<file path="src/hw/rtl/lsfh_pkg.sv">
package lsfh_pkg;

  localparam int unsigned BufferBytes = 8;
  localparam int unsigned BufIdxW = $clog2(BufferBytes);

  // bus event codes
  localparam logic [1:0] ACT_BREAK   = 2'd0;
  localparam logic [1:0] ACT_BYTE    = 2'd1;
  localparam logic [1:0] ACT_TIMEOUT = 2'd2;

  // frame phase codes
  localparam logic [2:0] PH_IDLE    = 3'd0;
  localparam logic [2:0] PH_SYNC    = 3'd1;
  localparam logic [2:0] PH_ID      = 3'd2;
  localparam logic [2:0] PH_RECEIVE = 3'd3;
  localparam logic [2:0] PH_SEND    = 3'd4;

  localparam logic [7:0] SYNC_BYTE = 8'h55;
  localparam logic [5:0] ID_COMMISSION = 6'd1;
  localparam logic [5:0] ID_ALL_SWITCHES = 6'd2;
  localparam logic [5:0] ID_DIAG = 6'h3c;
  localparam logic [5:0] ID_SWITCH_RESET = 6'd3;
  localparam logic [5:0] ID_RELAY_RESET = 6'd4;
  localparam logic [5:0] ID_MIN = 6'd4;
  localparam logic [31:0] NODE_IDENTITY_RESET = 32'h19f0743e;

  localparam logic [3:0] LEN_COMMISSION = 4'd7;
  localparam logic [3:0] LEN_STATUS = 4'd2;
  localparam logic [3:0] LEN_RELAY = 4'd1;

  typedef logic [7:0] byte_t;

  typedef struct packed {
    logic       tx_valid;
    logic [7:0] tx_byte;
    logic       relay_valid;
    logic [3:0] relay_value;
    logic       relay_power_up;
    logic       sleep_request;
    logic       restart_idle_timer;
    logic       commissioned;
  } lsfh_result_t;

  // standard LIN parity: P0 = ID0^ID1^ID2^ID4, P1 = ~(ID1^ID3^ID4^ID5)
  function automatic logic [7:0] protect(input logic [5:0] id);
    logic p0;
    logic p1;
    p0 = id[0] ^ id[1] ^ id[2] ^ id[4];
    p1 = ~(id[1] ^ id[3] ^ id[4] ^ id[5]);
    return {p1, p0, id};
  endfunction

  // 8-bit add with end-around carry
  function automatic logic [7:0] carry_add(input logic [7:0] a, input logic [7:0] b);
    logic [8:0] t;
    t = {1'b0, a} + {1'b0, b};
    return t[7:0] + {7'd0, t[8]};
  endfunction

  localparam logic [7:0] PID_COMMISSION = protect(ID_COMMISSION);
  localparam logic [7:0] PID_ALL_SWITCHES = protect(ID_ALL_SWITCHES);
  localparam logic [7:0] PID_DIAG = protect(ID_DIAG);

endpackage

</file>
<file path="src/hw/rtl/lsfh_in_if.sv">
interface lsfh_in_if;
  import lsfh_pkg::*;
  logic       valid;
  logic       ready;
  logic [1:0] action;
  logic [7:0] rx_byte;
  logic [3:0] switch_levels;

  modport source (output valid, output action, output rx_byte, output switch_levels,
                  input ready);
  modport sink (input valid, input action, input rx_byte, input switch_levels,
                output ready);
endinterface

</file>
<file path="src/hw/rtl/lsfh_out_if.sv">
interface lsfh_out_if;
  import lsfh_pkg::*;
  logic       valid;
  logic       ready;
  logic       tx_valid;
  logic [7:0] tx_byte;
  logic       relay_valid;
  logic [3:0] relay_value;
  logic       relay_power_up;
  logic       sleep_request;
  logic       restart_idle_timer;
  logic       commissioned;

  modport source (output valid, output tx_valid, output tx_byte, output relay_valid,
                  output relay_value, output relay_power_up, output sleep_request,
                  output restart_idle_timer, output commissioned, input ready);
  modport sink (input valid, input tx_valid, input tx_byte, input relay_valid,
                input relay_value, input relay_power_up, input sleep_request,
                input restart_idle_timer, input commissioned, output ready);
endinterface

</file>
<file path="src/hw/rtl/lsfh_frame_engine.sv">
module lsfh_frame_engine (
  input  logic                  clk,
  input  logic                  rst,
  input  logic                  step,
  input  logic [1:0]            action,
  input  logic [7:0]            rx_byte,
  input  logic [3:0]            switch_levels,
  input  logic [31:0]           node_identity,
  output lsfh_pkg::lsfh_result_t result
);
  import lsfh_pkg::*;

  logic [2:0] frame_phase, frame_phase_next;
  logic [7:0] frame_pid, frame_pid_next;
  logic [3:0] byte_index, byte_index_next;
  logic [3:0] frame_length, frame_length_next;
  logic [7:0] running_sum, running_sum_next;
  logic [5:0] switch_frame_id, switch_frame_id_next;
  logic [5:0] relay_frame_id, relay_frame_id_next;
  byte_t      data_buffer [BufferBytes];
  byte_t      data_buffer_next [BufferBytes];

  logic [7:0]  pid_sw;
  logic [7:0]  pid_rel;
  logic [3:0]  idx_inc;
  logic [31:0] got_id;
  byte_t       echo_ref;

  assign pid_sw  = protect(switch_frame_id);
  assign pid_rel = protect(relay_frame_id);
  assign idx_inc = byte_index + 4'd1;
  assign got_id  = {data_buffer[3], data_buffer[2], data_buffer[1], data_buffer[0]};
  // status frame only ever indexes entries 0 and 1
  assign echo_ref = byte_index[0] ? data_buffer[1] : data_buffer[0];

  always_comb begin
    frame_phase_next     = frame_phase;
    frame_pid_next       = frame_pid;
    byte_index_next      = byte_index;
    frame_length_next    = frame_length;
    running_sum_next     = running_sum;
    switch_frame_id_next = switch_frame_id;
    relay_frame_id_next  = relay_frame_id;
    data_buffer_next     = data_buffer;
    result               = '0;

    case (action)
      ACT_BREAK: begin
        result.restart_idle_timer = 1'b1;
        frame_phase_next = PH_SYNC;
      end
      ACT_TIMEOUT: begin
        frame_phase_next = PH_IDLE;
      end
      ACT_BYTE: begin
        case (frame_phase)
          PH_SYNC: begin
            frame_phase_next = (rx_byte == SYNC_BYTE) ? PH_ID : PH_IDLE;
          end
          PH_ID: begin
            frame_pid_next   = rx_byte;
            byte_index_next  = 4'd0;
            running_sum_next = rx_byte;
            if (rx_byte == PID_COMMISSION) begin
              frame_length_next = LEN_COMMISSION;
              result.relay_power_up = 1'b1;
              frame_phase_next = PH_RECEIVE;
            end else if (rx_byte == PID_ALL_SWITCHES || rx_byte == pid_sw) begin
              data_buffer_next[0] = pid_sw;
              data_buffer_next[1] = {4'd0, switch_levels};
              frame_length_next = LEN_STATUS;
              running_sum_next = carry_add(rx_byte, pid_sw);
              result.tx_valid = 1'b1;
              result.tx_byte  = pid_sw;
              frame_phase_next = PH_SEND;
            end else if (rx_byte == pid_rel || rx_byte == PID_DIAG) begin
              frame_length_next = LEN_RELAY;
              result.relay_power_up = 1'b1;
              frame_phase_next = PH_RECEIVE;
            end else begin
              frame_phase_next = PH_IDLE;
            end
          end
          PH_RECEIVE: begin
            if (byte_index < frame_length) begin
              data_buffer_next[byte_index[BufIdxW-1:0]] = rx_byte;
              running_sum_next = carry_add(running_sum, rx_byte);
              byte_index_next = idx_inc;
            end else begin
              frame_phase_next = PH_IDLE;
              if (rx_byte == ~running_sum) begin
                if (frame_pid == PID_DIAG) begin
                  result.sleep_request = (data_buffer[0] == 8'd0);
                end else if (frame_pid == PID_COMMISSION) begin
                  if (got_id == node_identity) begin
                    result.commissioned = 1'b1;
                    if (data_buffer[4] >= {2'b00, ID_MIN} && data_buffer[4] < {2'b00, ID_DIAG})
                      switch_frame_id_next = data_buffer[4][5:0];
                    if (data_buffer[5] >= {2'b00, ID_MIN} && data_buffer[5] < {2'b00, ID_DIAG})
                      relay_frame_id_next = data_buffer[5][5:0];
                    result.relay_valid = 1'b1;
                    result.relay_value = data_buffer[6][3:0];
                  end
                end else if (frame_pid == pid_rel) begin
                  result.relay_valid = 1'b1;
                  result.relay_value = data_buffer[0][3:0];
                end
              end
            end
          end
          PH_SEND: begin
            if (rx_byte != echo_ref) begin
              frame_phase_next = PH_IDLE;
            end else begin
              byte_index_next = idx_inc;
              result.tx_valid = 1'b1;
              if (idx_inc < frame_length) begin
                // only the switch levels byte follows the first
                result.tx_byte = data_buffer[1];
                running_sum_next = carry_add(running_sum, data_buffer[1]);
              end else begin
                result.tx_byte = ~running_sum;
                frame_phase_next = PH_IDLE;
              end
            end
          end
          default: begin
            frame_phase_next = PH_IDLE;
          end
        endcase
      end
      default: begin
      end
    endcase
  end

  always_ff @(posedge clk) begin
    if (rst) begin
      frame_phase     <= PH_IDLE;
      frame_pid       <= 8'd0;
      byte_index      <= 4'd0;
      frame_length    <= 4'd0;
      running_sum     <= 8'd0;
      switch_frame_id <= ID_SWITCH_RESET;
      relay_frame_id  <= ID_RELAY_RESET;
    end else if (step) begin
      frame_phase     <= frame_phase_next;
      frame_pid       <= frame_pid_next;
      byte_index      <= byte_index_next;
      frame_length    <= frame_length_next;
      running_sum     <= running_sum_next;
      switch_frame_id <= switch_frame_id_next;
      relay_frame_id  <= relay_frame_id_next;
    end
  end

  always_ff @(posedge clk) begin
    if (step) begin
      data_buffer <= data_buffer_next;
    end
  end

endmodule

</file>
<file path="src/hw/rtl/lsfh_out_reg.sv">
module lsfh_out_reg (
  input  logic                   clk,
  input  logic                   rst,
  input  logic                   load,
  input  lsfh_pkg::lsfh_result_t result,
  output logic                   can_load,
  lsfh_out_if.source             rsp
);
  import lsfh_pkg::*;

  logic         valid;
  lsfh_result_t data;

  assign can_load = !valid || rsp.ready;

  always_ff @(posedge clk) begin
    if (rst) begin
      valid <= 1'b0;
    end else begin
      valid <= load || (valid && !rsp.ready);
    end
  end

  always_ff @(posedge clk) begin
    if (load) begin
      data <= result;
    end
  end

  assign rsp.valid              = valid;
  assign rsp.tx_valid           = data.tx_valid;
  assign rsp.tx_byte            = data.tx_byte;
  assign rsp.relay_valid        = data.relay_valid;
  assign rsp.relay_value        = data.relay_value;
  assign rsp.relay_power_up     = data.relay_power_up;
  assign rsp.sleep_request      = data.sleep_request;
  assign rsp.restart_idle_timer = data.restart_idle_timer;
  assign rsp.commissioned       = data.commissioned;

endmodule

</file>
<file path="src/hw/rtl/lin_slave_frame_handler_core.sv">
// An accepted item enters the input register; its result is registered in the result register.
// Throughput: one item per cycle unless rsp stalls; the whole frame step is one pass of logic
//   between the input register and the result register.
// Reset (rst, synchronous, active high): frame phase idle, counters and sum zero,
//   switch id 3, relay id 4, node identity 0x19f0743e, both registers empty.
module lin_slave_frame_handler_core (
  input  logic        clk,
  input  logic        rst,
  input  logic        cfg_we,
  input  logic [31:0] cfg_data,
  lsfh_in_if.sink     req,
  lsfh_out_if.source  rsp
);
  import lsfh_pkg::*;

  // node identity register; the user must write it only while the handler is idle (not enforced here)
  logic [31:0] node_identity;

  // input register
  logic       in_valid;
  logic [1:0] in_action;
  logic [7:0] in_rx_byte;
  logic [3:0] in_switch_levels;

  logic         step;
  logic         can_load;
  lsfh_result_t result;

  // the held item is processed as soon as the result register can take it;
  // the input register refills in the same cycle
  assign step      = in_valid && can_load;
  assign req.ready = !in_valid || step;

  always_ff @(posedge clk) begin
    if (rst) begin
      node_identity <= NODE_IDENTITY_RESET;
    end else if (cfg_we) begin
      node_identity <= cfg_data;
    end
  end

  always_ff @(posedge clk) begin
    if (rst) begin
      in_valid <= 1'b0;
    end else if (req.ready) begin
      in_valid <= req.valid;
    end
  end

  always_ff @(posedge clk) begin
    if (req.ready && req.valid) begin
      in_action        <= req.action;
      in_rx_byte       <= req.rx_byte;
      in_switch_levels <= req.switch_levels;
    end
  end

  // frame state machine, checksum and id tables
  lsfh_frame_engine u_engine (
    .clk           (clk),
    .rst           (rst),
    .step          (step),
    .action        (in_action),
    .rx_byte       (in_rx_byte),
    .switch_levels (in_switch_levels),
    .node_identity (node_identity),
    .result        (result)
  );

  // result register, decouples rsp stalls from the input side
  lsfh_out_reg u_out (
    .clk      (clk),
    .rst      (rst),
    .load     (step),
    .result   (result),
    .can_load (can_load),
    .rsp      (rsp)
  );

endmodule

</file>
<file path="src/flat_wrapper.sv">
// flat-port wrapper written by rule: the top's interface ports become plain ports
module lin_slave_frame_handler_core_flat import lsfh_pkg::*;
  (clk, rst, cfg_we, cfg_data, req_valid, req_action, req_rx_byte, req_switch_levels, req_ready, rsp_valid, rsp_tx_valid, rsp_tx_byte, rsp_relay_valid, rsp_relay_value, rsp_relay_power_up, rsp_sleep_request, rsp_restart_idle_timer, rsp_commissioned, rsp_ready);
  lsfh_in_if req_i ();
  lsfh_out_if rsp_i ();
  input  logic clk;
  input  logic rst;
  input  logic cfg_we;
  input  logic [31:0] cfg_data;
  input wire logic [$bits(req_i.valid)-1:0] req_valid;
  input wire logic [$bits(req_i.action)-1:0] req_action;
  input wire logic [$bits(req_i.rx_byte)-1:0] req_rx_byte;
  input wire logic [$bits(req_i.switch_levels)-1:0] req_switch_levels;
  output wire logic [$bits(req_i.ready)-1:0] req_ready;
  output wire logic [$bits(rsp_i.valid)-1:0] rsp_valid;
  output wire logic [$bits(rsp_i.tx_valid)-1:0] rsp_tx_valid;
  output wire logic [$bits(rsp_i.tx_byte)-1:0] rsp_tx_byte;
  output wire logic [$bits(rsp_i.relay_valid)-1:0] rsp_relay_valid;
  output wire logic [$bits(rsp_i.relay_value)-1:0] rsp_relay_value;
  output wire logic [$bits(rsp_i.relay_power_up)-1:0] rsp_relay_power_up;
  output wire logic [$bits(rsp_i.sleep_request)-1:0] rsp_sleep_request;
  output wire logic [$bits(rsp_i.restart_idle_timer)-1:0] rsp_restart_idle_timer;
  output wire logic [$bits(rsp_i.commissioned)-1:0] rsp_commissioned;
  input wire logic [$bits(rsp_i.ready)-1:0] rsp_ready;
  assign req_i.valid = req_valid;
  assign req_i.action = req_action;
  assign req_i.rx_byte = req_rx_byte;
  assign req_i.switch_levels = req_switch_levels;
  assign req_ready = req_i.ready;
  assign rsp_valid = rsp_i.valid;
  assign rsp_tx_valid = rsp_i.tx_valid;
  assign rsp_tx_byte = rsp_i.tx_byte;
  assign rsp_relay_valid = rsp_i.relay_valid;
  assign rsp_relay_value = rsp_i.relay_value;
  assign rsp_relay_power_up = rsp_i.relay_power_up;
  assign rsp_sleep_request = rsp_i.sleep_request;
  assign rsp_restart_idle_timer = rsp_i.restart_idle_timer;
  assign rsp_commissioned = rsp_i.commissioned;
  assign rsp_i.ready = rsp_ready;
  lin_slave_frame_handler_core u_core (.clk(clk), .rst(rst), .cfg_we(cfg_we), .cfg_data(cfg_data), .req(req_i), .rsp(rsp_i));
endmodule
</file>
<file path="config.mk">
export PLATFORM = sky130hd
export DESIGN_NAME = lin_slave_frame_handler_core_flat
export DESIGN_NICKNAME = d
export VERILOG_FILES = /design/src/hw/rtl/lsfh_pkg.sv /design/src/hw/rtl/lsfh_in_if.sv /design/src/hw/rtl/lsfh_out_if.sv /design/src/hw/rtl/lsfh_frame_engine.sv /design/src/hw/rtl/lsfh_out_reg.sv /design/src/hw/rtl/lin_slave_frame_handler_core.sv /design/src/flat_wrapper.sv
export SDC_FILE = /design/constraint.sdc
export NUM_CORES = 1
export LEC_CHECK = 0
export BUFFER_PORTS_ARGS = -buffer_cell sky130_fd_sc_hd__buf_2
export CAP_MARGIN = 20
export CORE_AREA = 5 5 133 135
export CTS_CLUSTER_SIZE = 20
export DETAILED_ROUTE_END_ITERATION = 10
export DIE_AREA = 0 0 138 140
export HOLD_SLACK_MARGIN = 0.15
export MAX_ROUTING_LAYER = met4
export PLACE_DENSITY = 0.73
export SETUP_SLACK_MARGIN = 0.5
export SYNTH_ARGS = -nofsm -noshare
export SYNTH_HDL_FRONTEND = slang
export SYNTH_HIERARCHICAL = 1
export SYNTH_SLANG_ARGS = --single-unit
export TNS_END_PERCENT = 30
</file>
<file path="constraint.sdc">
create_clock -name clk -period 3.28 [get_ports clk]
set_input_delay 0.656 -clock clk [delete_from_list [all_inputs] [get_ports clk]]
set_output_delay 0.656 -clock clk [all_outputs]
set_load 0.05 [all_outputs]
</file>
Word level (Yosys, flattened, before mapping)
Index checks and enable logic that the tools add are counted.
{"block": "op_classes", "eq_ne": 25, "n_addsub": 7, "mux": 42, "bitwise": 22, "n_reduce_logical": 33, "order_cmp": 8}
{"cell": "$bwmux 64", "n": 1}
{"cell": "$mux 64", "n": 1}
{"cell": "$mux 8", "n": 8}
{"cell": "$eq 32x32->1", "n": 1}
{"cell": "$eq 8x8->1", "n": 4}
{"cell": "$mux 16", "n": 2}
{"cell": "$pmux 16 s2", "n": 1}
{"cell": "$add 8x8->9", "n": 3}
{"cell": "$mux 9", "n": 3}
{"cell": "$add 8x1->8", "n": 3}
{"cell": "$demux 8 s3", "n": 1}
{"cell": "$pmux 8 s3", "n": 1}
{"cell": "$mux 4", "n": 5}
{"cell": "$pmux 9 s2", "n": 1}
{"cell": "$reduce_and 9->1", "n": 2}
{"cell": "$eq 8x6->1 const B", "n": 2}
{"cell": "$eq 8x7->1 const B", "n": 2}
{"cell": "$eq 8x8->1 const B", "n": 2}
{"cell": "$ge 8x3->1 const B", "n": 2}
{"cell": "$lt 8x6->1 const B", "n": 2}
{"cell": "$mux 3", "n": 5}
{"cell": "$mux 5", "n": 3}
{"cell": "$pmux 3 s4", "n": 1}
{"cell": "$pmux 4 s3", "n": 1}
{"cell": "34 further kinds", "n": 80}
{"block": "word_totals", "output_inout_bits": 20, "reg_bits": 169, "inputBits": 51}

Longest topological paths before layout
{"block": "depth", "depth_word": 11, "ltp_mapped": 15, "depth_no_buf": 15}

Hierarchy
Netlist, hierarchy kept.
{"module": "lsfh_frame_engine", "cells_each": 720, "area_per_inst_um2": 6618.8, "n_inst": 1, "seq_area_each_um2": 2322.2}
{"module": "lin_slave_frame_handler_core", "cells_each": 125, "area_per_inst_um2": 1651.6, "n_inst": 1, "seq_area_each_um2": 1081.0}
{"module": "lsfh_out_reg", "cells_each": 22, "area_per_inst_um2": 586.8, "n_inst": 1, "seq_area_each_um2": 560.5}

Worst setup path before layout
No wires, ideal clock.
{"block": "synth_timing", "path_type": "reg-to-reg", "from": "reg u_core.in_rx_byte[0]", "to": "reg u_core.u_engine.running_sum[6]", "synth_period_minus_slack_ns": 3.321, "path_stages_with_launch": 16, "setup_ns": 0.139, "arrival_ns": 3.182, "path_slack_ns": -0.041, "t_required_ns": 3.141, "cell_sequence": "edfxtp_1 -> ha_1 -> fa_1 -> a211oi_1 -> o21ai_0 -> a21oi_1 -> o21ai_0 -> a21boi_0 -> ha_1 -> ha_1 -> nand2_1 -> nor3_1 -> a31o_2 -> a211o_1 -> o211ai_1 -> a311oi_1"}
{"block": "synth_between", "elab_chain_cells": 5, "elab_cells_between_ends": 15, "classes_between": "4 x add/sub; 5 x eq/ne; 4 x mux; 2 x reduce/logical"}
{"element": "start: declaration", "line": "lin_slave_frame_handler_core.sv:22", "source": "logic [7:0] in_rx_byte;"}
{"element": "start signal: assignment", "line": "lin_slave_frame_handler_core.sv:53", "source": "in_rx_byte <= req.rx_byte;"}
{"element": "$add 8x8->9 (tied with other cells)", "line": "lsfh_pkg.sv:56", "source": "t = {1'b0, a} + {1'b0, b};"}
{"element": "$add 8x1->8 or $logic_or 1x1->1 (tied branches)", "line": "lsfh_pkg.sv:57, lsfh_frame_engine.sv:68"}
{"element": "$mux 8", "line": "lsfh_frame_engine.sv:68", "source": "end else if (rx_byte == PID_ALL_SWITCHES || rx_byte == pid_sw) begin"}
{"element": "$mux 8", "line": "lsfh_frame_engine.sv:64", "source": "if (rx_byte == PID_COMMISSION) begin"}
{"element": "$pmux 8 s3", "line": "lsfh_frame_engine.sv:56", "source": "case (frame_phase)"}
{"element": "end signal: assignment", "line": "lsfh_frame_engine.sv:151", "source": "running_sum <= running_sum_next;"}
{"element": "end: declaration", "line": "lsfh_frame_engine.sv:17", "source": "logic [7:0] running_sum, running_sum_next;"}
Parallel ways exist; a longest one is shown, timed or not. The select of a mux whose other input is x is not followed.
A chain may end at the register's enable or synchronous reset.

Worst setup path after layout
Same ends and word-level chain as after synthesis.

==> qor.txt <==
grt total ovfl: 0
n_diodes: 0
Starting Density: 54.2%
Die W: 138 µm
fmax: 0.317 GHz
asr flop ratio synth: 0%
Reg area: 3980 µm²
Most Frequent Cell on Critical Path: ha_4
sw frac: 24.5%
Yosys top cell area share: 28.5%
Switching Power: 1130 µW
r2r endpoint: u_core/u_engine/running_sum[6]
multi-input logic area: 4950 µm²
crit-path leading delay family: compound AO/OA/AOI/OAI gates
post-route setup TNS: 0 ps
period utilization: 96.1%
Tightest Hold Check Type: input port to register
Startpoint Class: register
final setup vio count: 0
fin nets: 1,081
Mean Syn Cell Area: 10.2 µm²
Post-synth EDFFs: 84
hold path endpoint: u_core/in_rx_byte[1]
PwrDens: 428 nW/µm²
Combinational Power Share: 8.4%
initial DRC count: 819
CP bufs+invs: 0
Vias: 7,420
Via density: 6.08
Core Area: 16,300 µm²
Filler cells: 1,294
cells along the critical path: ha_4 > fa_2 > a211oi_2 > o21ai_2 > a21oi_2 > o21ai_1 > a21boi_2 > ha_4 > ha_4 > nand2_4 > nor3_4 > a31o_2 > a211o_1 > o211ai_1 > a311oi_1
cts bufs inserted: 17
clock share of power: 45.3%
worst slack at placement: 58.5 ps
R2R setup slack: 130 ps
Sequential Power Share: 46.2%
Synth Register Bits: 156
Most used DFF post-synth: edfxtp_1
total global routing track utilization: 26.2%
Crit path required time: 3580 ps
IO Pins: 71
GP Congestion: 0.958
reg2reg start: u_core/in_rx_byte[0]
Worst Path Arrival: 3450 ps
Internal: 3480 µW
VDD IR max: 331 µV
max incr delay on CP: 440 ps
CTS H-tree lvls: 4
P&R area growth vs syn: 21.8%
# rows: 47
initial antenna violation count: 0
Clock Skews: 14.1 ps
Critical-path top delay cell: edfxtp_1
Pre-antenna DRT Iters: 5
beginning of the worst hold path: req_rx_byte[1]
Root Driver: clkbuf_16
Final Hold Vio Count: 0
top cells by area, synth: edfxtp_1, dfxtp_1, xnor2_1
vias in the first global route: 6,965
Max FO, Critical Path: 3
setup ws final: 128 ps
Max transition margin: 43.9%
clock transition at the registers of the reported paths: 70 ps
IO buf count: 70
R2R depth: 15
first-pass GRT wire length: 38.6 mm
drt drc: 0
Final ANT Viol Nets: 0
Routed wire per std cell: 20.6 µm
share of cells above drive strength 1: 24.0%
largest area contributor in the netlist: edfxtp_1
Mapped Nets: 960
HPWL Detailed: 18.2 mm
mapped cell area: 8860 µm²
Mapped Cells: 867
crit path kind: register to register
drt total wl: 25.2 mm
Crit. End Element: register
register area share after synthesis: 44.8%
Synth warnings: 6
Hold WS: 402 ps
Die ar.: 19,300 µm²
RSZ-0062 raised after global routing: yes
worst skew pair latency: 430 ps
Worst-Margin Slew: 842 ps
Max Cap Violations: 0
CTS tree: yes
die height: 140 µm
leakage power: 0.00404 µW
Tmin final: 3150 ps
largest net degree at the start of global routing: 36
final slew viol count: 0
hold path depth: 1
# clock sinks: 156
Max Buffers Root-to-Sink: 2
status: finished, final reports clean
Distinct cells, synth: 73
-- repair_timing --
action	CTS	global route
buffers inserted	12	9
pin swaps	20	18
hold buffers	0	0
gates resized for setup	24	21
setup endpoints to repair	35	56
-- cells in the final DEF (no fill, tap or decap), types with 6 or more instances in the layout --
cell type and n:
a211o_1 22, a211oi_1 15, a21o_1 10, a21oi_1 35
a21oi_2 6, a22o_1 15, a22oi_1 13, and2_1 7
buf_2 70, buf_4 70, clkbuf_16 17, dfxtp_1 68
edfxtp_1 84, ha_1 30, ha_4 8, inv_1 16
mux2i_1 36, nand2_1 43, nand2b_1 8, nand3_1 22
nand4_1 17, nor2_1 91, nor2b_1 21, nor3_1 16
nor4_1 13, nor4_2 6, o21ai_0 17, or2_2 7
or3_1 9, xnor2_1 55, xor2_1 32
-- cell families after synthesis --
logic type                 synth area share (%)
and+or+nand+nor                            17.1
DFF                                        44.8
xor gates and xnor gates                   9.25
buffers and inverters                      3.16
muxes                                      4.44
adders and majority gates                  6.19
AOI/OAI and AO/OA                          15.1
-- state kept, by name (all words and copies together) (netlist names), 2 cells and up --
| register | cells |
|---|---|
| u_core/u_engine/relay_frame_id | 6 |
| u_core/node_identity | 32 |
| u_core/u_engine/switch_frame_id | 6 |
| u_core/u_engine/running_sum | 8 |
| u_core/u_engine/data_buffer | 52 |
| u_core/u_engine/frame_pid | 8 |
| u_core/u_out/rsp.tx_byte | 8 |
| u_core/u_engine/frame_phase | 3 |
| u_core/in_switch_levels | 4 |
| u_core/in_rx_byte | 8 |
| u_core/u_out/rsp.relay_value | 4 |
| u_core/u_engine/byte_index | 4 |
| u_core/in_action | 2 |
| u_core/u_engine/frame_length | 3 |
-- how the worst max path moves through the flow --
stage / start / endpoint / slack, ps / depth (start not counted)
finish: u_core/in_rx_byte[0] / u_core/u_engine/running_sum[6] / 130 / 15
global route: u_core/in_rx_byte[0] / u_core/u_engine/running_sum[5] / -10 / 15
CTS: u_core/in_rx_byte[0] / u_core/u_engine/running_sum[6] / 180 / 15
global placement: u_core/in_rx_byte[0] / u_core/u_engine/running_sum[6] / 190 / 15
floorplan: u_core/in_rx_byte[0] / u_core/u_engine/running_sum[6] / 230 / 15
detailed placement: u_core/u_engine/switch_frame_id[0] / u_core/u_engine/running_sum[6] / 60 / 15
-- power groups by stage --
stage	registers, µW	logic, µW	clock network, µW
4_1_cts	2130	374	2120
6_report	2130	390	2090
5_1_grt	2140	418	2230
2_1_floorplan	2200	206	0
3_3_place_gp	2180	355	0
3_5_place_dp	2180	358	0
-- cell usage after synthesis (all sizes together), types with 3 or more instances --
cell type / n
nor2: 93
or3: 9
nor3b: 4
fa: 3
edfxtp: 84
o21bai: 4
or3b: 3
mux2i: 37
inv: 16
and2: 9
nand3: 22
a311oi: 4
o2111ai: 4
a211oi: 19
dfxtp: 72
nor3: 19
o211ai: 5
or4: 4
o21ai: 24
clkbuf: 26
or2: 7
a22oi: 13
a22o: 15
a21oi: 41
nand2: 44
o21a: 6
o22ai: 3
nand4: 17
xnor2: 58
buf: 14
xor2: 33
ha: 39
nor4: 19
a21o: 10
nor4b: 3
a211o: 22
nand3b: 3
nand2b: 9
nor2b: 21
-- final cells by class --
class | instances | share of cell area, %
multi-input cells | 655 | 45.9
well taps | 220 | 2.55
clock inverters | 15 | 1.88
repair buffers | 142 | 8.33
clock buffers | 17 | 3.94
inverters | 16 | 0.557
flip-flops and latches | 156 | 36.9
-- per-layer routing --
metal	GRT usage [%]	vias up	routed length (µm)
met5	-	-	0
met4	10.2	0	881
met3	5.04	71	1830
met2	41.0	363	11800
met1	33.8	3528	10700
li1	-	3458	-
-- per-stage QoR --
stage	cell area (µm²)	util, %	total power (µW)	std cells
5_1_grt	10800	66.0	4780	1221
3_3_place_gp	9750	59.7	2530	1168
4_1_cts	10600	65.0	4630	1212
3_5_place_dp	9750	59.7	2540	1168
6_report	10800	66.0	4610	1221
2_1_floorplan	8970	-	2410	867
Note: power is estimated with default switching activity, not from simulation.
